**config.mk**
```make
export PLATFORM = sky130hd
export DESIGN_NAME = lrfq_ram
export DESIGN_NICKNAME = d
export VERILOG_FILES = /design/src/assert_macros.svh /design/src/lrfq_ram.sv
export SDC_FILE = /design/constraint.sdc
export NUM_CORES = 1
export LEC_CHECK = 0
export BUFFER_PORTS_ARGS = -buffer_cell sky130_fd_sc_hd__buf_2
export CAP_MARGIN = 20
export CORE_AREA = 3 3 106 108
export CTS_BUF_LIST = sky130_fd_sc_hd__clkbuf_4 sky130_fd_sc_hd__clkbuf_8
export CTS_CLUSTER_SIZE = 8
export DETAILED_ROUTE_END_ITERATION = 10
export DIE_AREA = 0 0 109 111
export GPL_ROUTABILITY_DRIVEN = 0
export PLACE_DENSITY = 0.67
export SKIP_LAST_GASP = 1
export SYNTH_ARGS = -nofsm -noshare
export SYNTH_HDL_FRONTEND = slang
export SYNTH_SLANG_ARGS = --single-unit
```
**constraint.sdc**
```tcl
create_clock -name i_clk -period 2 [get_ports i_clk]
set_input_delay 0.1 -clock i_clk [delete_from_list [all_inputs] [get_ports i_clk]]
set_output_delay 0.1 -clock i_clk [all_outputs]
set_load 0.02 [all_outputs]
```
**src/assert_macros.svh**
```systemverilog
// Assertion macros shared by the quantiser RTL.
// Depends on nothing; included by files that carry concurrent checks.
`ifndef ASSERT_MACROS_SVH
`define ASSERT_MACROS_SVH

// Checks a property on every rising edge outside of reset.
`define LRFQ_ASSERT(label, clk, rst_n, prop) \
    label: assert property (@(posedge clk) disable iff (!rst_n) (prop)) \
        else $error("assertion failed");

// Checks that a trigger implies a consequence on the same edge.
`define LRFQ_ASSERT_IMP(label, clk, rst_n, trig, cons) \
    label: assert property (@(posedge clk) disable iff (!rst_n) (trig) |-> (cons)) \
        else $error("implication failed");

`endif

```
**src/lrfq_ram.sv**
```systemverilog
// Generic single-write, single-read synchronous RAM with registered read.
// Depends on nothing.
`default_nettype none

module lrfq_ram #(
    parameter int WIDTH = 8,
    parameter int DEPTH = 16
) (
    input  wire logic                     i_clk,
    input  wire logic                     i_we,
    input  wire logic [$clog2(DEPTH)-1:0] i_waddr,
    input  wire logic [WIDTH-1:0]         i_wdata,
    input  wire logic [$clog2(DEPTH)-1:0] i_raddr,
    output logic      [WIDTH-1:0]         o_rdata
);

    logic [WIDTH-1:0] r_mem [DEPTH];

    // Write port and registered read port.
    always_ff @(posedge i_clk) begin
        if (i_we) begin
            r_mem[i_waddr] <= i_wdata;
        end
        o_rdata <= r_mem[i_raddr];
    end

endmodule

`default_nettype wire

```
==> reports/results.txt, run 1 <==
status: finished, final reports clean
routed vias: 2452
max-slew violation count: 0
design area: 5923 sq um
Synth Area in Adders: 0
Avg Inst Size Synth: 22.48 sq um
Clock Tree Buf Depth: 2
register area share after synthesis: 0.7778
most common cell after layout, fill and taps aside: edfxtp_1
hold_ws: 0.04019 ns
HP Class: primary input to flop
drt drc: 0
Max Clock Freq: 724.9 MHz
number of flops mapped to enable cells by yosys: 128
Net Count, Synth: 247
total power per unit cell area: 969.3 nW/um^2
Worst path slowest cell: mux4_2
DIE HEIGHT: 111 um
Core Region: 10320 sq um
P&R area growth vs syn: 15.07%
Peak VDD IR: 464.1 uV
Place WS: 0.4056 ns
Setup TNS Final: 0 ns
Post-Route Utilization: 0.5737
# diodes: 0
Post-CTS Setup Inserts: 0
largest net degree at the start of global routing: 33
worst relative slew slack: 0.5728
fillers: 788
compound-cell area share of the yosys netlist: 0.02333
MaxCap Viol Count: 0
main flop type after synthesis: edfxtp_1
fin worst setup slack: 0.6205 ns
Worst Tran Pin Value: 0.6384 ns
Post-DP Area: 5524 sq um
Tot Pwr: 5.742 mW
Via density: 5.689
Post-Syn Area: 5147 sq um
ANT nets after route: 0
most frequent cells in the layout: 128 x edfxtp_1, 25 x buf_2, 18 x mux4_2, 17 x clkbuf_8, 17 x buf_4
nets: 300
WL final: 9525 um
Synth Warn #: 0
Worst Setup End Kind: flop
cells after synthesis: 229
xor/xnor cell area share of the yosys netlist: 0
# setup viols final: 0
worst stage delay on the critical path: 0.47 ns
# IOs: 26
simple-gate share of the synthesized area: 0.03184
global route overflow: 0
H-tree Lvls: 4
vias in the first global route: 2433
initial DRC count: 207
Initial Utilization: 0.4986
crit start category: flop
Hold Crit Depth: 1
Clk Latency, worst-skew pair: 0.43 ns
kind of cell adding the most delay to the critical path: multiplexers
CP max FO: 1
setup repair after global routing missed its margin: false
antenna violations before repair: 0
largest family of logic cells by synthesized area: multiplexers
endpoints failing hold: 0
Worst EP arrival: 1.67 ns
HPWL after detailed placement: 5947 um
number of port buffers: 25
Die X: 109 um
global-route wire length before repair: 14740 um
hold buffers post-CTS: 0
GRT Total Usage: 0.1732
final std cells w/o fill: 431
crit path cell chain: mux4_2 -> a22oi_1 -> nand2_1
number of cells on the critical path: 3
Inserted Clock Buffers: 17
post-CTS sizing: 0
Sink Count: 136
proportion of layout cells with a drive suffix above 1: 0.3119
period utilization: 0.6898
WP data required: 2.29 ns
fin crit period: 1.380 ns
Site Rows: 37
Leakage: 1.991 nW
post-synthesis mux area share: 0.1502
Buf/Inv on CP: 0
WS Path Type: flop to flop
Worst Reg-to-Reg Cells: 3
CTS tree: yes
synthesized flop and latch total: 136
first-pass detailed-route iteration total: 4
Distinct cells, synth: 19
drt wl/cell: 22.10 um
asr flop ratio synth: 0
Clock transition at path regs: 0.08 ns
clock skew: 0.01312 ns
die area: 12100 sq um
post-placement cell count: 399
clock root cell: clkbuf_8
-- cell usage after synthesis (3+ instances only) --
cell / instances / share of area
buf_2: 3 / 0.0029
nand2_1: 9 / 0.0066
nor2_1: 13 / 0.0095
edfxtp_1: 128 / 0.75
a22oi_1: 16 / 0.023
buf_6: 3 / 0.0066
dfxtp_1: 8 / 0.031
nor3_1: 4 / 0.0039
mux4_2: 18 / 0.079
mux4_1: 14 / 0.071
clkdlybuf4s25_2: 3 / 0.0058
-- power breakdown --
group | total (mW) | switching, mW | internal, mW
combinational | 0.311 | 0.183 | 0.128
clock | 2.23 | 0.998 | 1.23
sequential | 3.20 | 0.0217 | 3.18
total | 5.74 | 1.20 | 4.54
-- logic make-up after synthesis --
group,after synthesis
DFF,136
AOI/OAI and AO/OA,16
buffers and inverters,10
and+or+nand+nor,35
muxes,32
-- final timing paths --
kind | from | end | slack (ns)
hold reg to reg | r_mem[7][1] | o_rdata[1] | 0.67
hold / removal | i_wdata[7] | r_mem[13][7] | 0.04
setup reg to reg | r_mem[11][6] | o_rdata[6] | 0.62
setup / recovery | r_mem[11][6] | o_rdata[6] | 0.62
-- final cells by class --
type	instances	area [sq um]	share of cell area
sequential	136	4004	0.6760
multi-input combinational	83	1057	0.1785
timing repair buffer	44	292.8	0.04943
clock buffer	18	241.5	0.04077
tap	136	170.2	0.02873
clock inverter	14	157.7	0.02662
-- worst register-to-register path, delay by kind of cell, from the launching register on --
family | cells | cell delay [ns]
AO/OA/AOI/OAI | 1 | 0.32
multiplexers | 1 | 0.47
flip-flops | 1 | 0.36
AND/OR/NAND/NOR | 1 | 0.10
-- state kept, by name (all words and copies together), names as in the netlist --
| name | flops |
|---|---|
| o_rdata | 8 |
| r_mem | 128 |
-- routing by layer --
metal,vias to the layer above,share of wire,wire [um],global-route usage
met3,11,0.072,685,0.05649
met4,0,0.011,106,0.05556
met2,94,0.49,4630,0.2543
met1,1272,0.43,4103,0.2475
li1,1075,-,-,-
met5,-,0,0,0
(Power assumes the default switching activity.)
==> run 2, diff against run 1 <==
- clock period: 2 -> 1.3 ns (I/O delays scaled with it)
==> run 2 against run 1 <==
- hold slack got worse by 0.025 ns
- clock skew decreased by 0.0022 ns
- critical path type unchanged
- critical path depth unchanged
- clock power increased by 52%
- highest routed layer unchanged
- critical endpoint is now o_rdata[2]
==> reports/results.txt, run 2 (same netlist as run 1, synthesis figures left out) <==
status: finished, final reports clean
post-placement cell count: 414
Worst Setup End Kind: flop
Core Region: 10320 sq um
ANT nets after route: 0
Place WS: -0.2208 ns
DIE HEIGHT: 111 um
Post-Route Utilization: 0.5876
Peak VDD IR: 792.7 uV
die area: 12100 sq um
nets: 315
Largest Register: r_mem
Inserted Clock Buffers: 17
hold_ws: 0.01542 ns
most frequent cells in the layout: 128 x edfxtp_1, 32 x buf_4, 25 x mux4_2, 25 x buf_2, 21 x clkbuf_8
MaxCap Viol Count: 0
clock skew: 0.01088 ns
area of the multi-input gates: 1076 sq um
WL final: 9404 um
Via density: 5.446
fin crit period: 1.299 ns
Clock Tree Buf Depth: 2
register area: 4004 sq um
# diodes: 0
routed vias: 2429
Sink Count: 136
Worst path slowest cell: mux4_1
drt drc: 0
setup repair after global routing missed its margin: true
Leakage: 2.052 nW
Setup TNS Final: 0 ns
proportion of layout cells with a drive suffix above 1: 0.4032
vias in the first global route: 2500
# IOs: 26
global route overflow: 0
Site Rows: 37
final std cells w/o fill: 446
Die X: 109 um
WP data required: 1.61 ns
drt wl/cell: 21.09 um
initial DRC count: 163
first-pass detailed-route iteration total: 5
H-tree Lvls: 4
GRT Total Usage: 0.1711
WS Path Type: flop to flop
worst relative slew slack: 0.4081
Clk Latency, worst-skew pair: 0.43 ns
period utilization: 0.9993
antenna violations before repair: 0
kind of cell adding the most delay to the critical path: multiplexers
most common cell after layout, fill and taps aside: edfxtp_1
HPWL after detailed placement: 6377 um
endpoints failing hold: 0
worst stage delay on the critical path: 0.54 ns
# setup viols final: 0
crit path cell chain: mux4_1 -> a22oi_2 -> nand2_1
max-slew violation count: 0
crit start category: flop
P&R area growth vs syn: 17.84%
HP Class: primary input to flop
Max Clock Freq: 769.8 MHz
Worst EP arrival: 1.61 ns
fillers: 736
total power per unit cell area: 1461 nW/um^2
CTS tree: yes
leading registers by flop count: r_mem: 128 flops, o_rdata: 8 flops
Initial Utilization: 0.4986
Clock transition at path regs: 0.08 ns
fin worst setup slack: 0.0009485 ns
largest net degree at the start of global routing: 23
CP max FO: 1
Worst Tran Pin Value: 0.8861 ns
clock root cell: clkbuf_8
Buf/Inv on CP: 0
number of port buffers: 25
global-route wire length before repair: 14540 um
max reg flops: 128
Post-CTS Setup Inserts: 0
run 2: cell types whose count changed in the layout (fill, tap and decap cells not counted), moves of 2 or more:
cell	change
a22oi_1	-8
a22oi_2	+8
buf_4	+15
clkbuf_8	+4
clkinv_1	-2
mux4_1	-7
mux4_2	+7
run 2: worst register-to-register path, stage by stage, from the launching register on:
cell,delay [ns]
edfxtp_1,0.37
mux4_1,0.54
a22oi_2,0.20
nand2_1,0.08
run 2: cell type report:
| cell class | count | area share |
|---|---|---|
| flip-flops and latches | 136 | 0.6601 |
| multi-input cells | 83 | 0.1774 |
| repair buffers | 59 | 0.06683 |
| clock buffers | 21 | 0.04765 |
| well taps | 136 | 0.02805 |
| clock inverters | 11 | 0.02001 |
run 2: worst paths after layout:
path | cells past startpoint | to | slack [ns] | from
setup reg to reg | 3 | o_rdata[2] | 0.0009 | r_mem[4][2]
hold reg to reg | 3 | o_rdata[0] | 0.68 | r_mem[15][0]
hold / removal | 1 | r_mem[6][3] | 0.02 | i_wdata[3]
setup / recovery | 3 | o_rdata[2] | 0.0009 | r_mem[4][2]
run 2: power by group:
group	total (mW)	switching (mW)	internal, mW
sequential	4.93	0.0306	4.90
combinational	0.528	0.300	0.229
clock	3.40	1.50	1.90
total	8.86	1.83	7.03
run 2: metrics by stage:
step	cell area, sq um	power (mW)
after floorplan	5152	5.300
after global placement	5642	5.522
after detailed placement	5642	5.540
after CTS	6062	8.930
after global routing	6066	9.195
final	6066	8.860
run 2: routing by layer:
metal	GRT usage	wire, um	vias to the layer above	part of all wire
met2	0.2609	4713	87	0.50
met5	0	0	-	0
met3	0.04659	577	16	0.061
met1	0.2358	3941	1225	0.42
li1	-	-	1101	-
met4	0.06566	172	0	0.018
run 2: what timing repair did:
action,CTS,global route
hold buffers,0,0
pin swaps,4,7
endpoints found under the setup margin,5,8
gates resized for setup,9,6
==> run 3, diff against run 2 <==
- BUFFER_PORTS_ARGS: -buffer_cell sky130_fd_sc_hd__buf_2 -> -buffer_cell sky130_fd_sc_hd__clkbuf_2
==> run 3 against run 2 <==
- sequential share of layout area unchanged
- clock-buffer cell count down 4
- final area unchanged
- critical endpoint is now o_rdata[4]
- highest routed layer unchanged
==> reports/results.txt, run 3 (same netlist as run 1, synthesis figures left out) <==
largest net degree at the start of global routing: 25
GR Util met1: 0.2429
Post-DP Area: 5632 sq um
gr busiest metal: met2
Sink Count: 136
Peak VDD IR: 588.3 uV
Initial Utilization: 0.4986
clock skew: 0.006218 ns
Post-CTS Setup Inserts: 0
max-slew violation count: 0
kind of cell adding the most delay to the critical path: multiplexers
Worst Tran Pin Value: 0.8714 ns
Die X: 109 um
WL final: 9654 um
setup repair after global routing missed its margin: true
Via density: 5.485
routed vias: 2430
max reg flops: 128
r2r endpoint: o_rdata[4]
Max Clock Freq: 778.9 MHz
nets: 312
first-pass detailed-route iteration total: 4
post-placement cell count: 411
# setup viols final: 0
HPWL after detailed placement: 6561 um
clock root cell: clkbuf_8
Largest Register: r_mem
Clock Tree Buf Depth: 2
antenna violations before repair: 0
hold_ws: 0.05244 ns
crit path cell chain: mux4_2 -> a22oi_2 -> nand2_1
WP data required: 1.61 ns
final std cells w/o fill: 443
proportion of layout cells with a drive suffix above 1: 0.3876
M3 GR Usage: 0.05475
initial DRC count: 176
r2r setup slk: 0.02 ns
vias in the first global route: 2531
global route overflow: 0
# IOs: 26
worst stage delay on the critical path: 0.48 ns
fin crit period: 1.284 ns
design area: 6066 sq um
GRT Total Usage: 0.1757
CP max FO: 1
Site Rows: 37
Min-Delay Startpoint: i_wdata[7]
ANT nets after route: 0
P&R area growth vs syn: 17.84%
MaxCap Viol Count: 0
Tot Pwr: 9.146 mW
Setup TNS Final: 0 ns
most common cell after layout, fill and taps aside: edfxtp_1
HP Class: primary input to flop
hold buffers post-CTS: 0
grt met2 use: 0.2670
Clk Latency, worst-skew pair: 0.43 ns
global-route wire length before repair: 14920 um
Worst Setup End Kind: flop
crit start category: flop
number of port buffers: 25
Worst Reg-to-Reg Cells: 3
drt wl/cell: 21.79 um
period utilization: 0.9876
endpoints failing hold: 0
Worst path slowest cell: mux4_2
reg2reg start: r_mem[11][4]
Hold EP: r_mem[4][7]
Inserted Clock Buffers: 17
Clock transition at path regs: 0.08 ns
# diodes: 0
drt drc: 0
Buf/Inv on CP: 0
Core Region: 10320 sq um
leading registers by flop count: r_mem: 128 flops, o_rdata: 8 flops
status: finished, final reports clean
CTS tree: yes
die area: 12100 sq um
H-tree Lvls: 4
DIE HEIGHT: 111 um
WS Path Type: flop to flop
Leakage: 2.050 nW
total power per unit cell area: 1508 nW/um^2
worst relative slew slack: 0.4169
Worst EP arrival: 1.60 ns
most frequent cells in the layout: 128 x edfxtp_1, 28 x buf_4, 25 x mux4_2, 25 x clkbuf_2, 17 x clkbuf_8
Hold Crit Depth: 1
## run 3: cell count changes in the layout (fill, tap and decap cells not counted)
cell        change
a22oi_1         +3
a22oi_2         -3
buf_12          +1
buf_2          -25
buf_4           -4
bufinv_16       +2
clkbuf_2       +25
clkbuf_8        -4
clkinv_2        -1
clkinvlp_4      +1
inv_6           +2
## run 3: final cells by class
| class | count | area (sq um) |
|---|---|---|
| clock buffer | 17 | 234.0 |
| sequential | 136 | 4004 |
| fill | 735 | 4258 |
| timing repair buffer | 56 | 395.4 |
| tap | 136 | 170.2 |
| multi-input combinational | 83 | 1061 |
| clock inverter | 15 | 201.4 |
## run 3: where the power goes
part           internal (mW)  switching, mW  leakage [nW]
logic                  0.223          0.289         0.624
registers               4.90         0.0358          1.22
clock network           2.09           1.61         0.202
total                   7.21           1.93          2.05
## run 3: repair_timing
action / CTS / global route
setup endpoints to repair: 3 / 5
gates cloned: 0 / 0
resized for setup: 5 / 7
pin swaps: 2 / 0
## run 3: stage by stage
stage	utilization	worst slack (ns)
after floorplan	-	-0.03115
after global placement	0.5455	-0.1938
after detailed placement	0.5455	-0.1928
after CTS	0.5884	0.005051
after global routing	0.5876	-0.03275
final	0.5876	0.01618
## run 3: metal layers
layer / share of wire / vias up
met5: 0 / -
met4: 0.012 / 0
met3: 0.055 / 12
met2: 0.50 / 74
met1: 0.43 / 1249
li1: - / 1095
## run 3: worst max-delay path by stage
stage	slack [ns]	end	cells past startpoint	start
2_1_floorplan	-0.03	r_mem[3][0]	2	i_waddr[2]
6_report	0.02	o_rdata[4]	3	r_mem[11][4]
5_1_grt	-0.03	o_rdata[4]	3	r_mem[11][4]
3_3_place_gp	-0.19	o_rdata[4]	5	i_raddr[0]
3_5_place_dp	-0.19	o_rdata[4]	5	i_raddr[0]
4_1_cts	0.005	o_rdata[5]	3	r_mem[0][5]
