File: config.mk
export PLATFORM = sky130hd
export DESIGN_NAME = lrfq_div
export DESIGN_NICKNAME = d
export VERILOG_FILES = /design/src/lrfq_pkg.sv /design/src/lrfq_div.sv
export VERILOG_INCLUDE_DIRS = /design/src /design/src/src
export SDC_FILE = /design/constraint.sdc
export NUM_CORES = 1
export LEC_CHECK = 0
export BUFFER_PORTS_ARGS = -buffer_cell sky130_fd_sc_hd__buf_2
export CAP_MARGIN = 5
export CORE_ASPECT_RATIO = 2
export CORE_MARGIN = 8
export CORE_UTILIZATION = 55
export DETAILED_ROUTE_END_ITERATION = 16
export PLACE_DENSITY_LB_ADDON = 0.3
export REMOVE_ABC_BUFFERS = 1
export SYNTH_ARGS = -nofsm -noshare
export SYNTH_HDL_FRONTEND = slang
export SYNTH_SLANG_ARGS = --single-unit
File: constraint.sdc
create_clock -name i_clk -period 3.4 [get_ports i_clk]
set_clock_uncertainty 0.2 [all_clocks]
set_input_delay 0.68 -clock i_clk [delete_from_list [all_inputs] [get_ports i_clk]]
set_output_delay 0.68 -clock i_clk [all_outputs]
set_load 0.005 [all_outputs]
File: src/assert_macros.svh
// Assertion macros shared by the quantiser RTL.
// Depends on nothing; included by files that carry concurrent checks.
`ifndef ASSERT_MACROS_SVH
`define ASSERT_MACROS_SVH

// Checks a property on every rising edge outside of reset.
`define LRFQ_ASSERT(label, clk, rst_n, prop) \
    label: assert property (@(posedge clk) disable iff (!rst_n) (prop)) \
        else $error("assertion failed");

// Checks that a trigger implies a consequence on the same edge.
`define LRFQ_ASSERT_IMP(label, clk, rst_n, trig, cons) \
    label: assert property (@(posedge clk) disable iff (!rst_n) (trig) |-> (cons)) \
        else $error("implication failed");

`endif

File: src/lrfq_pkg.sv
// Shared constants, codes and types of the largest-remainder quantiser.
// Depends on nothing; used by the divider and the top level.
`default_nettype none

package lrfq_pkg;

    // Fixed design constants.
    localparam int unsigned MODEL_TOTAL = 65536;
    localparam int unsigned MAX_SYMBOLS = 256;

    localparam int W_WEIGHT = 48;
    localparam int W_PROD   = 64;
    localparam int W_CNT    = 9;
    localparam int W_USED   = 18;
    localparam int W_CUM    = 17;
    localparam int W_STAT   = 2;
    localparam int W_SLOT   = 8;
    localparam int W_STEP   = 6;

    localparam logic [W_USED-1:0] SAT18 = '1;
    localparam logic [W_CUM-1:0]  SAT17 = '1;

    // Item actions.
    localparam logic ACT_LOAD = 1'b0;
    localparam logic ACT_READ = 1'b1;

    // Result status codes.
    localparam logic [W_STAT-1:0] ST_OK        = 2'd0;
    localparam logic [W_STAT-1:0] ST_NOT_READY = 2'd1;
    localparam logic [W_STAT-1:0] ST_MISSED    = 2'd2;

    // Sequencer states.
    typedef enum logic [10:0] {
        S_IDLE  = 11'b000_0000_0001,
        S_START = 11'b000_0000_0010,
        S_DIV   = 11'b000_0000_0100,
        S_WR    = 11'b000_0000_1000,
        S_CHK   = 11'b000_0001_0000,
        S_RK0   = 11'b000_0010_0000,
        S_RK1   = 11'b000_0100_0000,
        S_RS    = 11'b000_1000_0000,
        S_RD    = 11'b001_0000_0000,
        S_RU    = 11'b010_0000_0000,
        S_RDW   = 11'b100_0000_0000
    } t_state;

    // Divider handshake.
    typedef struct packed {
        logic start;
    } t_div_req;

    typedef struct packed {
        logic done;
    } t_div_rsp;

endpackage

`default_nettype wire

File: src/lrfq_div.sv
// Restoring radix-2 divider, one quotient bit per cycle, 64 steps.
// Depends on lrfq_pkg and assert_macros.svh.
`default_nettype none
`include "assert_macros.svh"

module lrfq_div (
    input  wire logic                            i_clk,
    input  wire logic                            i_rst_n,
    input  wire lrfq_pkg::t_div_req              i_req,
    input  wire logic [lrfq_pkg::W_PROD-1:0]     i_dividend,
    input  wire logic [lrfq_pkg::W_WEIGHT-1:0]   i_divisor,
    output lrfq_pkg::t_div_rsp                   o_rsp,
    output logic      [lrfq_pkg::W_PROD-1:0]     o_quotient,
    output logic      [lrfq_pkg::W_WEIGHT-1:0]   o_remainder
);

    logic                            r_busy;
    logic                            r_done;
    logic [lrfq_pkg::W_STEP-1:0]     r_cnt;
    logic [lrfq_pkg::W_PROD-1:0]     r_q;
    logic [lrfq_pkg::W_WEIGHT-1:0]   r_r;
    logic [lrfq_pkg::W_WEIGHT-1:0]   r_d;
    logic [lrfq_pkg::W_WEIGHT:0]     trial;
    logic                            ge;

    // One trial subtraction per step.
    assign trial = {r_r, r_q[lrfq_pkg::W_PROD-1]};
    assign ge    = trial >= {1'b0, r_d};

    // Control of the step sequence.
    always_ff @(posedge i_clk) begin
        if (!i_rst_n) begin
            r_busy <= 1'b0;
            r_done <= 1'b0;
            r_cnt  <= '0;
        end else begin
            r_done <= 1'b0;
            if (i_req.start) begin
                r_busy <= 1'b1;
                r_cnt  <= '0;
            end else if (r_busy) begin
                r_cnt <= r_cnt + 1'b1;
                if (r_cnt == '1) begin
                    r_busy <= 1'b0;
                    r_done <= 1'b1;
                end
            end
        end
    end

    // Datapath: the dividend shifts out as the quotient shifts in.
    always_ff @(posedge i_clk) begin
        if (i_req.start) begin
            r_q <= i_dividend;
            r_r <= '0;
            r_d <= i_divisor;
        end else if (r_busy) begin
            r_q <= {r_q[lrfq_pkg::W_PROD-2:0], ge};
            r_r <= ge ? lrfq_pkg::W_WEIGHT'(trial - {1'b0, r_d})
                      : trial[lrfq_pkg::W_WEIGHT-1:0];
        end
    end

    assign o_rsp.done  = r_done;
    assign o_quotient  = r_q;
    assign o_remainder = r_r;

    `LRFQ_ASSERT_IMP(a_done_after_busy, i_clk, i_rst_n, r_done, $past(r_busy))
    `LRFQ_ASSERT_IMP(a_no_restart, i_clk, i_rst_n, r_busy, !i_req.start)

endmodule

`default_nettype wire

==> results.md, run 1 <==
Yosys:
- In the synthesized netlist the dominant register cell turns out to be sky130_fd_sc_hd__edfxtp_1.
- Counting flops with a built-in enable in the synthesized netlist gives 112.
- The distinct cell type count after synthesis is 76.
- Averaged over all synthesized cells, the footprint is 10.5 sq um.
- By area, the combinational part of the netlist is dominated by compound AO/OA/AOI/OAI gates.
- The post-synthesis async set-or-reset flop share is 0.
- Of the total synthesized cell area, the portion taken by full adders, half adders and majority gates is 0.0656.
- The simple-gate share of the synthesized area is 0.107.
- The mapped cell area is 9640 sq um.
- The share of synthesized area spent on multiplexers is 0.109.
- The fraction of the mapped netlist area in compound gates is 0.160.
- The Yosys warning count is 0.
- The cell count after synthesis is 917.
- Of the total synthesized cell area, the portion taken by XOR and XNOR cells is 0.0409.
- Synthesis inferred 168 register bits.
- The proportion of synthesized chip area in sequential cells is 0.465.

Setup path:
- At the worst endpoint, the required time is 3.38 ns.
- The family with the most delay on the worst path is compound AO/OA/AOI/OAI gates.
- The signal on the critical path passes through inv_1, ha_1, buf_4, a21o_1, a31oi_1, o211ai_1, or3_4, a31oi_4, o21ai_4, buf_4, buf_12, mux2_2.
- The capture point of the worst path is o_quotient[0]$_DFFE_PP_.
- Measured in cells, the most critical reg-to-reg path has a length of 12.
- The kind of critical path is flip-flop to flip-flop.
- The kind of end point of the critical path is a flip-flop.
- Tracing the worst setup path back leads to its startpoint at r_d[30]$_DFFE_PP_.
- In this run the register-to-register setup slack is 0.07 ns.
- The capturing point of the worst reg2reg path is o_quotient[0]$_DFFE_PP_.
- The startpoint of the most critical register-to-register path is r_d[30]$_DFFE_PP_.
- The category of the worst setup path launch point is a flip-flop.
- The delay of the slowest critical-path stage is 0.37 ns.
- On the critical path, the stage with the largest delay is an instance of sky130_fd_sc_hd__or3_4.
- In this run the number of cells on the critical path is 12.
- The critical path contains buffers and inverters numbering 4 combined.
- The arrival time reported for the critical path endpoint is 3.31 ns.
- By instance count, the cell type seen most on the critical path is sky130_fd_sc_hd__buf_4.
- Of all nets on the critical path, the largest fanout is 14.

Power:
- Total power for the finished layout comes to 5.82 mW.
- Summed over all cells, the static leakage comes to 5.29 nW.
- Across the VDD grid, the largest voltage drop is 0.369 mV.
- In this run the power density over the cells is 483 nW/um^2.

Placed design:
- The post-place setup slack is 0.0457 ns.
- After detailed placement, the design holds a cell count of 1355.
- The number of buffers inserted by port buffering is 227.
- At the end of routability-driven placement, the weighted congestion stood at 0.934.
- The post-detailed-placement half-perimeter wirelength is 21500 um.

Detailed routing:
- In the routed design, unresolved DRC markers number 0.
- In this run the top signal layer used is met4.
- The count of nets left with antenna violations after detail routing is 0.
- The routed length on met2 is 15100 um.
- Detailed routing inserted a total of 8180 vias.
- The total met3 wirelength after detailed routing is 1900 um.
- The final wirelength is 28100 um.
- The average vias per placed instance is 5.85.
- The number of iterations in the first detailed-routing pass is 4.
- The count of routing violations after the opening detailed-route iteration is 335.
- For this block, wires on met1 add up to 9200 um.
- The wire length per cell after detailed routing is 20.1 um.

Clocking:
- The maximum level of the CTS H-tree is 4.
- The cell at the root of the clock tree is sky130_fd_sc_hd__clkbuf_16.
- TritonCTS built the clock tree.
- Clock-pin slew was measured on the worst setup and hold paths at 0.07 ns.
- Counting every sink on the clock net gives 168.
- The insertion delay to the later sink of the worst-skew pair is 0.43 ns.
- TritonCTS created 17 clock buffers.
- The clock passes through at most 2 buffers.

Flow run:
- The max-cap check violation count is 0.

Floorplan:
- The chip width is 110 um.
- The number of cell rows is 68.
- The total area inside the core boundary comes to 17200 sq um.
- In this run the vertical extent of the chip is 203 um.
- For this configuration, the core starts out at a cell density of 0.561.
- The floorplan step defined a die boundary enclosing 22300 sq um.
- Pin placement for this block handled 228 I/O pins.

Cells and area:
- In the layout the commonest cells are 226 x sky130_fd_sc_hd__buf_2, 112 x sky130_fd_sc_hd__edfxtp_1, 77 x sky130_fd_sc_hd__nor2_1, 64 x sky130_fd_sc_hd__mux2_2, 59 x sky130_fd_sc_hd__inv_1.
- The final instance count without filler cells is 1399.
- The growth of design area from synthesis to finish is 25.0%.
- The net count of the finished layout is 1340.
- The filler cells instantiated in the layout total 1387.
- Leaving out fill and tap cells, the most frequent cell in the layout is sky130_fd_sc_hd__buf_2.
- The layout cell share with drive strength beyond 1 is 0.360.

Timing:
- Derived from the worst setup path, the maximum achievable clock frequency is 0.300 GHz.
- The relative slew slack is 0.457.
- The worst-case setup margin in the final layout is 0.0717 ns.
- For the pin with the worst max-slew slack, the measured transition is 0.811 ns.
- The smallest clock period supported by the final layout is computed as 3.33 ns.
- Dividing the final minimum period by the clock period gives 0.979.
- The number of setup violations in the final report is 0.
- The number of max-slew violations in the final report was 0.
- The count of endpoints failing hold in the final timing report is 0.

GRT:
- The initial antenna violation count came to 1.
- The maximum number of pins on one net before global-route repair is 75.
- The via count of the first global-routing pass is 8683.
- The global-route usage over all layers is 0.244.
- The total overflow left after global routing is 0.
- The first-pass GRT wire length is 42400 um.

Status:
- The flow ran to the end, and the final reports show no timing, DRC or antenna violations.

Hold path:
- The min-delay analysis places its worst path in the category input port to flip-flop.
==> synthesized netlist by cell type (4+ instances only) <==
library cell	n	area (sq um)
sky130_fd_sc_hd__a32oi_1	7	61.3
sky130_fd_sc_hd__xnor2_1	24	210
sky130_fd_sc_hd__nand4_1	23	144
sky130_fd_sc_hd__nor2b_1	5	31.3
sky130_fd_sc_hd__a31oi_1	4	25.0
sky130_fd_sc_hd__a21oi_1	59	295
sky130_fd_sc_hd__clkbuf_1	31	116
sky130_fd_sc_hd__o211ai_1	6	45.0
sky130_fd_sc_hd__o21ai_0	26	130
sky130_fd_sc_hd__nor2_1	78	293
sky130_fd_sc_hd__mux2i_1	33	330
sky130_fd_sc_hd__nand2_1	55	206
sky130_fd_sc_hd__o31ai_1	7	52.6
sky130_fd_sc_hd__xor2_1	21	184
sky130_fd_sc_hd__nor3_1	11	55.1
sky130_fd_sc_hd__o21a_1	7	52.6
sky130_fd_sc_hd__nand3_1	11	55.1
sky130_fd_sc_hd__nand2b_1	7	43.8
sky130_fd_sc_hd__mux2_2	64	721
sky130_fd_sc_hd__a21o_1	31	233
sky130_fd_sc_hd__o21ai_1	14	70.1
sky130_fd_sc_hd__inv_1	61	229
sky130_fd_sc_hd__edfxtp_1	112	3360
sky130_fd_sc_hd__buf_2	13	65.1
sky130_fd_sc_hd__ha_1	49	613
sky130_fd_sc_hd__a211oi_1	31	233
sky130_fd_sc_hd__dfxtp_1	56	1120
==> sequential cells by signal, indices dropped and copies added (netlist names) <==
register	count
o_quotient	64
o_remainder	48
r_d	48
r_cnt	6
o_rsp	1
r_busy	1
==> worst reg2reg max path: stages, from the launching register on <==
cell and delay [ns]:
sky130_fd_sc_hd__edfxtp_1 0.36, sky130_fd_sc_hd__inv_1 0.07, sky130_fd_sc_hd__ha_1 0.27, sky130_fd_sc_hd__buf_4 0.18
sky130_fd_sc_hd__a21o_1 0.17, sky130_fd_sc_hd__a31oi_1 0.35, sky130_fd_sc_hd__o211ai_1 0.15, sky130_fd_sc_hd__or3_4 0.37
sky130_fd_sc_hd__a31oi_4 0.26, sky130_fd_sc_hd__o21ai_4 0.10, sky130_fd_sc_hd__buf_4 0.18, sky130_fd_sc_hd__buf_12 0.16
sky130_fd_sc_hd__mux2_2 0.27
==> repair_timing <==
action | CTS | global route
hold endpoints to repair | 0 | 0
resized for setup | 0 | 38
buffers inserted | 0 | 8
setup endpoints to repair | 0 | 48
hold buffers | 0 | 0
==> layer usage <==
layer  GRT usage  up-vias
met4       0.183        0
met2       0.441      298
met5           0        -
met1       0.217     3879
met3      0.0733      117
li1            -     3886
==> area by class of cell <==
class / instances / area (sq um) / share of cell area
Multi-Input combinational cell: 637 / 4830 / 0.401
Clock inverter: 12 / 100 / 0.00831
Antenna cell: 1 / 2.50 / 0.000208
Tap cell: 210 / 263 / 0.0218
Clock buffer: 20 / 437 / 0.0362
Timing Repair Buffer: 289 / 1700 / 0.141
Sequential cell: 168 / 4490 / 0.373
Inverter: 62 / 233 / 0.0193
==> power by group <==
group          internal [mW]  total, mW  switching [mW]
Sequential              2.38       2.49           0.110
Clock                   1.00       1.83           0.824
Combinational          0.689       1.50           0.811
==> cells by family (layout without fill, tap and decap cells) <==
| family | after synthesis | count (layout) |
|---|---|---|
| compound gates | 229 | 229 |
| simple gates | 216 | 216 |
| flops | 168 | 168 |
| buf+inv | 112 | 383 |
| mux | 97 | 97 |
| fa+ha+maj | 50 | 50 |
| xor+xnor | 45 | 45 |
| other cells | 0 | 1 |
==> worst min path at each step <==
stage | startpoint | to | slack (ns) | depth (start not counted)
2_1_floorplan | r_cnt[5]$_SDFFE_PP0P_ | r_cnt[5]$_SDFFE_PP0P_ | 0.25 | 2
3_3_place_gp | r_cnt[5]$_SDFFE_PP0P_ | r_cnt[5]$_SDFFE_PP0P_ | 0.26 | 2
3_5_place_dp | o_remainder[22]$_SDFFE_PP0P_ | o_remainder[22]$_SDFFE_PP0P_ | 0.29 | 2
4_1_cts | i_divisor[27] | r_d[27]$_DFFE_PP_ | 0.21 | 1
5_1_grt | i_divisor[18] | r_d[18]$_DFFE_PP_ | 0.21 | 1
6_report | i_divisor[27] | r_d[27]$_DFFE_PP_ | 0.22 | 1
==> stage by stage <==
step | utilization | instance area, sq um | hold slack [ns] | setup TNS [ns]
5_1_grt | 0.701 | 12100 | 0.210 | -0.0395
6_report | 0.701 | 12100 | 0.220 | 0
4_1_cts | 0.684 | 11800 | 0.209 | 0
2_1_floorplan | - | 9370 | 0.254 | -69.55
3_5_place_dp | 0.653 | 11200 | 0.287 | 0
3_3_place_gp | 0.653 | 11200 | 0.263 | 0
Power figures use the tool's default switching activity.
==> run 2: changes to the inputs <==
Settings changed: RECOVER_POWER set to 50.
==> run 2 against run 1 <==
  * Sequential share of layout area rose by 0.093 points
  * Global-route usage did not move
  * Non-clock buffer count did not move
  * Die area did not move
  * Via count barely moved
  * Combinational power barely moved
  * Clock-buffer cell count did not move
  * Total power fell by 0.12%
  * Clock power barely moved
  * Cell area fell by 0.33%
  * Utilization fell by 0.23 points
==> results.md, run 2 (synthesis gave the netlist of run 1 again) <==
Status:
- Result of the run: finished clean (unchanged).

Clocking:
- The number of buffers created by CTS is 17 (unchanged).
- The cell at the root of the clock tree is sky130_fd_sc_hd__clkbuf_16 (unchanged).
- The clock tree from TritonCTS is yes (unchanged).
- The buffer levels on the longest clock path is 2 (unchanged).
- The count of clock tree sinks came to 168 (unchanged).
- The clock transition time at the flip-flop clock pins of the worst setup and hold paths is 0.07 ns (about the same).
- The maximum level of the CTS H-tree is 4 (unchanged).
- The insertion delay to the later sink of the worst-skew pair came to 0.43 ns (about the same).

Setup path:
- The kind of critical path is flip-flop to flip-flop (unchanged).
- The buffering stage count on the worst path with inverters included is 4 (unchanged).
- Series of cell instances along the critical path: inv_1, ha_1, buf_4, a21o_1, a31oi_1, o211ai_1, or3_4, a31oi_4, o21ai_4, buf_4, buf_12, mux2_2 (unchanged).
- The data required time at the worst endpoint is 3.38 ns (about the same).
- The largest fanout on the critical path was 14 (unchanged).
- The category of the worst setup path launch point is a flip-flop (unchanged).
- The cell with the largest stage delay on the worst path is sky130_fd_sc_hd__or3_4 (unchanged).
- The family with the most delay on the worst path is compound AO/OA/AOI/OAI gates (unchanged).
- The delay of the slowest critical-path stage is 0.37 ns (about the same).
- The kind of end point of the critical path is a flip-flop (unchanged).
- The library cell appearing most often on the critical path is sky130_fd_sc_hd__buf_4 (unchanged).
- The arrival time reported for the critical path endpoint is 3.31 ns (about the same).

Detailed routing:
- The average vias per placed instance is 5.84 (was 5.85).
- The post-route met1 wirelength is 9230 um (was 9200 um).
- The count of routing violations after the opening detailed-route iteration was 343 (was 335).
- The final wirelength came to 28200 um (was 28100 um).
- The remaining routing DRC violations is 0 (unchanged).
- The total met3 wirelength after detailed routing is 1940 um (was 1900 um).
- The count of nets left with antenna violations after detail routing was 0 (unchanged).
- The top routing layer in use is met4 (unchanged).
- The total number of vias is 8177 (was 8180).
- The number of iterations in the first detailed-routing pass is 4 (unchanged).
- The routed length on met2 is 15100 um (about the same).
- The wire length per cell after detailed routing is 20.2 um (was 20.1 um).

Floorplan:
- The height of the die is 203 um (unchanged).
- The floorplan core area is 17200 sq um (unchanged).
- The effective utilization at floorplan is 0.561 (unchanged).
- The floorplan die area is 22300 sq um (unchanged).
- The chip width is 110 um (unchanged).
- The number of primary I/O pins came to 228 (unchanged).
- The number of cell rows is 68 (unchanged).

Cells and area:
- Highest-count cells in the layout ignoring fill and taps: 206 x sky130_fd_sc_hd__buf_2, 112 x sky130_fd_sc_hd__edfxtp_1, 77 x sky130_fd_sc_hd__nor2_1, 61 x sky130_fd_sc_hd__mux2_2, 59 x sky130_fd_sc_hd__inv_1 (was 226 x sky130_fd_sc_hd__buf_2, 112 x sky130_fd_sc_hd__edfxtp_1, 77 x sky130_fd_sc_hd__nor2_1, 64 x sky130_fd_sc_hd__mux2_2, 59 x sky130_fd_sc_hd__inv_1).
- The flip-flop count of the largest register after layout is 64 (unchanged).
- The growth of design area from synthesis to finish is 24.5% (was 25.0%).
- The layout cell share with drive strength beyond 1 is 0.336 (was 0.360).
- The commonest non-fill, non-tap cell in the layout is sky130_fd_sc_hd__buf_2 (unchanged).
- The final standard cell utilization of the core is 0.699 (was 0.701).
- The count of nets after finishing is 1340 (unchanged).

Power:
- The worst supply voltage drop on vdd is 0.369 mV (about the same).
- The static leakage is 5.21 nW (was 5.29 nW).
- The power per cell area is 484 nW/um^2 (was 483 nW/um^2).

Placed design:
- The post-place setup slack is 0.0457 ns (unchanged).
- The post-detailed-placement half-perimeter wirelength came to 21500 um (unchanged).
- The number of buffers inserted by port buffering is 227 (unchanged).
- The final estimated routing congestion in global placement was 0.934 (unchanged).

Hold path:
- The class of the most critical hold timing path is input port to flip-flop (unchanged).

GRT:
- The global-route usage over all layers is 0.244 (unchanged).
- The total grt overflow was 0 (unchanged).
- The maximum number of pins on one net before global-route repair came to 75 (unchanged).
- The via count of the first global-routing pass came to 8683 (unchanged).
- The first-pass GRT wire length is 42400 um (unchanged).
- The initial antenna violation count came to 1 (unchanged).

Flow run:
- The max-cap check violation count is 0 (unchanged).

Timing:
- The final clock period utilization by the worst path was 0.979 (about the same).
- The worst-case setup margin in the final layout was 0.0707 ns (was 0.0717 ns).
- The relative slew slack was 0.0587 (was 0.457).
- The count of endpoints failing hold in the final timing report is 0 (unchanged).
- The number of max-slew violations in the final report is 0 (unchanged).
- The number of setup violations in the final report is 0 (unchanged).
- The final period demand of the worst path is 3.33 ns (about the same).
- The worst-margin pin slew is 1.41 ns (was 0.811 ns).
- The highest clock frequency the design can meet is 0.300 GHz (about the same).
## run 2: cell count changes in the layout (fill, tap and decap cells not counted), sizes merged
cell	before	now
buf	287	264
clkbuf	22	45
## run 2: path summary, 6_finish.rpt
path	startpoint	end	slack (ns)	depth (start not counted)
worst max-delay path	r_d[30]$_DFFE_PP_	o_quotient[0]$_DFFE_PP_	0.07	12
worst min-delay path	i_divisor[27]	r_d[27]$_DFFE_PP_	0.22	1
worst max register to register	r_d[30]$_DFFE_PP_	o_quotient[0]$_DFFE_PP_	0.07	12
worst min register to register	o_remainder[22]$_SDFFE_PP0P_	o_remainder[22]$_SDFFE_PP0P_	0.29	2
## run 2: area by class of cell
cell class	instances	area, sq um
Fill cell	1401	5170
Multi-Input combinational cell	637	4830
Sequential cell	168	4490
Timing Repair Buffer	289	1660
Clock buffer	20	437
Tap cell	210	263
Inverter	62	233
Clock inverter	12	100
Antenna cell	1	2.50
## run 2: per-layer routing
metal  up-vias  track usage
met1      3875        0.217
met4         0        0.183
li1       3888            -
met3       114       0.0733
met5         -            0
met2       300        0.441
## run 2: stage by stage
stage	setup TNS, ns	hold slack (ns)	instance area, sq um	cells	power, mW
after global routing	-0.0833	0.210	12000	1399	6.05
after detailed placement	0	0.287	11200	1355	3.93
final	0	0.220	12000	1399	5.81
after global placement	0	0.263	11200	1355	3.90
after CTS	0	0.209	11800	1387	5.75
after floorplan	-69.55	0.254	9370	867	3.35
## run 2: report_power, final
part / switching (mW) / total [mW] / internal (mW)
registers: 0.111 / 2.49 / 2.38
logic: 0.812 / 1.49 / 0.682
clock network: 0.823 / 1.83 / 1.00
## run 2: what timing repair did
item	CTS	global route
hold buffers	0	0
setup endpoints to repair	0	48
setup buffers	0	8
gates resized for setup	0	38
==> run 3: changes to the inputs <==
--- a/config.mk
+++ b/config.mk
@@ -12,4 +12,5 @@
 export CORE_MARGIN = 8
 export CORE_UTILIZATION = 55
+export CTS_BUF_LIST = sky130_fd_sc_hd__clkbuf_16
 export DETAILED_ROUTE_END_ITERATION = 16
 export PLACE_DENSITY_LB_ADDON = 0.3
==> constraint.sdc (replaced) <==
create_clock -name i_clk -period 3.4 [get_ports i_clk]
set_clock_uncertainty 0.2 [all_clocks]
set_input_delay 0.51 -clock i_clk [delete_from_list [all_inputs] [get_ports i_clk]]
set_output_delay 0.51 -clock i_clk [all_outputs]
set_load 0.005 [all_outputs]
==> run 3 against run 2 <==
  * The flow now finishes with violations (max-capacitance violations, max-slew violations)
  * Combinational power hardly changed
  * Cell area is 1.2% higher
  * Non-clock buffer count shrank 2
  * Critical path depth down 1
  * First-iteration DRC count increased by 20%
  * Utilization is 0.85 points higher
  * Global-route usage increased by 0.38 points
  * Clock-buffer cell count is 3 lower
  * Total power is 4.4% higher
  * Cell count down 0.14%
  * Clock power rose by 13%
  * Routed wire length is 2.2% higher
  * Critical path type unchanged
  * Largest cell class unchanged
==> results.md, run 3 (synthesis gave the netlist of run 1 again) <==
GRT:
- The total grt overflow came to 0 (unchanged).
- The maximum number of pins on one net before global-route repair was 65 (was 75).
- The initial antenna violation count is 1 (unchanged).
- The via count of the first global-routing pass was 8799 (was 8683).
- The global-route usage over all layers is 0.248 (was 0.244).
- The first-pass GRT wire length came to 43000 um (was 42400 um).

Clocking:
- The insertion delay to the later sink of the worst-skew pair was 0.43 ns (about the same).
- The cell at the root of the clock tree is sky130_fd_sc_hd__clkbuf_16 (unchanged).
- The maximum level of the CTS H-tree is 4 (unchanged).
- The number of buffers inserted for hold repair after clock tree synthesis was 0 (unchanged).
- The clock tree from TritonCTS was yes (unchanged).
- The buffer levels on the longest clock path was 2 (unchanged).
- The clock transition time at the flip-flop clock pins of the worst setup and hold paths is 0.07 ns (about the same).
- The number of buffers created by CTS is 17 (unchanged).
- The count of clock tree sinks is 168 (unchanged).

Hold path:
- The worst hold path cell count was 1 (unchanged).
- The beginning of the worst hold path is i_divisor[13] (was i_divisor[27]).
- The endpoint of the worst hold path is r_d[13]$_DFFE_PP_ (was r_d[27]$_DFFE_PP_).
- The class of the most critical hold timing path was input port to flip-flop (unchanged).

Cells and area:
- The area used by sequential logic in the layout is 4480 sq um (was 4490 sq um).
- The growth of design area from synthesis to finish is 26.1% (was 24.5%).
- The count of nets after finishing was 1338 (was 1340).
- The layout cell share with drive strength beyond 1 is 0.336 (about the same).
- The commonest non-fill, non-tap cell in the layout is sky130_fd_sc_hd__buf_2 (unchanged).
- The final-layout fill cell count came to 1335 (was 1401).
- Highest-count cells in the layout ignoring fill and taps: 205 x sky130_fd_sc_hd__buf_2, 112 x sky130_fd_sc_hd__edfxtp_1, 78 x sky130_fd_sc_hd__nor2_1, 61 x sky130_fd_sc_hd__mux2_2, 60 x sky130_fd_sc_hd__inv_1 (was 206 x sky130_fd_sc_hd__buf_2, 112 x sky130_fd_sc_hd__edfxtp_1, 77 x sky130_fd_sc_hd__nor2_1, 61 x sky130_fd_sc_hd__mux2_2, 59 x sky130_fd_sc_hd__inv_1).
- The flip-flop count of the largest register after layout is 64 (unchanged).
- The footprint of the multi-input gates is 4870 sq um (was 4830 sq um).

Status:
- Result of the run: finished, violations left (was finished clean).
- The checks that failed: max-capacitance violations, max-slew violations.

Timing:
- The highest clock frequency the design can meet is 0.300 GHz (about the same).
- The minimum hold slack is 0.0515 ns (was 0.220 ns).
- The count of endpoints failing hold in the final timing report is 0 (unchanged).
- The final setup TNS is 0 ns (unchanged).
- The worst-margin pin slew is 2.31 ns (was 1.41 ns).
- The worst-case setup margin in the final layout was 0.0632 ns (was 0.0707 ns).
- The number of max-slew violations in the final report came to 46 (was 0).
- The number of setup violations in the final report was 0 (unchanged).
- The relative slew slack is -0.540 (was 0.0587).
- The final clock period utilization by the worst path was 0.981 (was 0.979).
- The final period demand of the worst path is 3.34 ns (was 3.33 ns).

Setup path:
- The kind of end point of the critical path is a flip-flop (unchanged).
- The delay of the slowest critical-path stage is 0.41 ns (was 0.37 ns).
- The count of cells along the worst register-to-register path came to 11 (was 12).
- The kind of critical path is flip-flop to flip-flop (unchanged).
- The startpoint of the most critical register-to-register path is o_remainder[19]$_SDFFE_PP0P_ (was r_d[30]$_DFFE_PP_).
- Series of cell instances along the critical path: ha_2, a21o_1, a31o_2, a211oi_4, o211ai_1, or3_4, a31oi_4, o21ai_4, buf_12, buf_12, mux2_2 (was inv_1, ha_1, buf_4, a21o_1, a31oi_1, o211ai_1, or3_4, a31oi_4, o21ai_4, buf_4, buf_12, mux2_2).
- The largest fanout on the critical path is 7 (was 14).
- The worst-case register-to-register setup slack is 0.06 ns (was 0.07 ns).
- The capturing point of the worst reg2reg path was o_quotient[0]$_DFFE_PP_ (unchanged).
- The library cell appearing most often on the critical path was sky130_fd_sc_hd__buf_12 (was sky130_fd_sc_hd__buf_4).
- The arrival time reported for the critical path endpoint is 3.32 ns (was 3.31 ns).
- The category of the worst setup path launch point is a flip-flop (unchanged).
- The cell with the largest stage delay on the worst path is sky130_fd_sc_hd__dfxtp_1 (was sky130_fd_sc_hd__or3_4).
- The data required time at the worst endpoint was 3.38 ns (about the same).

Detailed routing:
- The count of nets left with antenna violations after detail routing is 0 (unchanged).
- The number of iterations in the first detailed-routing pass is 6 (was 4).
- The total number of vias is 8223 (was 8177).
- The remaining routing DRC violations is 0 (unchanged).
- The wire length per cell after detailed routing is 20.6 um (was 20.2 um).
- The final wirelength is 28800 um (was 28200 um).
- The count of routing violations after the opening detailed-route iteration is 410 (was 343).
- The average vias per placed instance is 5.89 (was 5.84).

Power:
- The sequential power share is 0.411 (was 0.429).
- The power per cell area is 499 nW/um^2 (was 484 nW/um^2).
- The share of total power in combinational logic was 0.250 (was 0.257).
- The post-route total power was 6.07 mW (was 5.81 mW).
- The switching power is 1.81 mW (was 1.75 mW).
- The total internal power is 4.25 mW (was 4.07 mW).
- The worst supply voltage drop on vdd was 0.480 mV (was 0.369 mV).
- The static leakage is 5.26 nW (was 5.21 nW).
- The switching share of power came to 0.299 (was 0.300).
- The clock network fraction of total power is 0.339 (was 0.314).

Floorplan:
- The height of the die is 203 um (unchanged).
- The chip width was 110 um (unchanged).
- The floorplan die area came to 22300 sq um (unchanged).
- The floorplan core area is 17200 sq um (unchanged).
- The number of primary I/O pins is 228 (unchanged).
- The number of cell rows was 68 (unchanged).
- The effective utilization at floorplan is 0.561 (unchanged).

Placed design:
- The final estimated routing congestion in global placement is 0.938 (was 0.934).
- The post-detailed-placement half-perimeter wirelength was 21700 um (was 21500 um).
- The post-place setup slack was -0.00285 ns (was 0.0457 ns).
- The number of buffers inserted by port buffering was 227 (unchanged).

Flow run:
- The max-cap check violation count came to 1 (was 0).
[run 3: cell types whose count changed in the layout (fill, tap and decap cells not counted), sizes merged]
| cell | delta |
|---|---|
| inv | +5 |
| clkbuf | -4 |
| bufinv | +2 |
| clkinv | -2 |
| clkinvlp | -2 |
| buf | -1 |
[run 3: metal layers]
layer,up-vias,wire (um),GRT usage,part of all wire
li1,3900,-,-,-
met1,3894,9340,0.223,0.32
met2,322,15600,0.449,0.54
met3,107,2010,0.0730,0.070
met4,0,1850,0.180,0.064
met5,-,0,0,0
[run 3: through the flow]
stage / util / std cells / instance area [sq um]
global placement: 0.654 / 1354 / 11200
floorplan: - / 867 / 9370
detailed placement: 0.654 / 1354 / 11200
CTS: 0.691 / 1387 / 11900
finish: 0.707 / 1397 / 12200
global route: 0.707 / 1397 / 12200
[run 3: area by class of cell]
type	instances	area share
Multi-Input combinational cell	637	0.400
Sequential cell	168	0.369
Timing Repair Buffer	287	0.139
Clock buffer	17	0.0350
Tap cell	210	0.0216
Inverter	62	0.0191
Clock inverter	15	0.0156
Antenna cell	1	0.000206
[run 3: critical path, delay by kind of cell, from the launching register on]
kind            cells  cell delay [ns]
flops               1             0.41
buf+inv             2             0.33
fa+ha+maj           1             0.35
compound gates      6             1.14
simple gates        1             0.38
mux                 1             0.27
[run 3: worst max path at each step]
stage / from / endpoint / slack, ns / cells after the start
after CTS: r_d[18]$_DFFE_PP_ / o_quotient[0]$_DFFE_PP_ / 0.03 / 11
after floorplan: o_remainder[24]$_SDFFE_PP0P_ / o_remainder[30]$_SDFFE_PP0P_ / -0.85 / 10
final: o_remainder[19]$_SDFFE_PP0P_ / o_quotient[0]$_DFFE_PP_ / 0.06 / 11
after global routing: o_remainder[3]$_SDFFE_PP0P_ / o_remainder[23]$_SDFFE_PP0P_ / -0.03 / 13
after detailed placement: r_d[18]$_DFFE_PP_ / o_quotient[0]$_DFFE_PP_ / -0.003 / 11
after global placement: r_d[18]$_DFFE_PP_ / o_quotient[0]$_DFFE_PP_ / 0.06 / 11
[run 3: what timing repair did]
item | 4_1_cts | 5_1_grt
setup endpoints to repair | 1 | 48
resized for setup | 1 | 34
buffers inserted | 1 | 5
gates cloned | 0 | 4
pin swaps | 1 | 10
[run 3: power groups by stage]
stage	Combinational, mW	Clock (mW)	Sequential, mW
2_1_floorplan	0.812	0	2.53
3_3_place_gp	1.38	0	2.52
3_5_place_dp	1.40	0	2.53
4_1_cts	1.41	2.08	2.49
5_1_grt	1.64	2.15	2.51
6_report	1.52	2.06	2.49
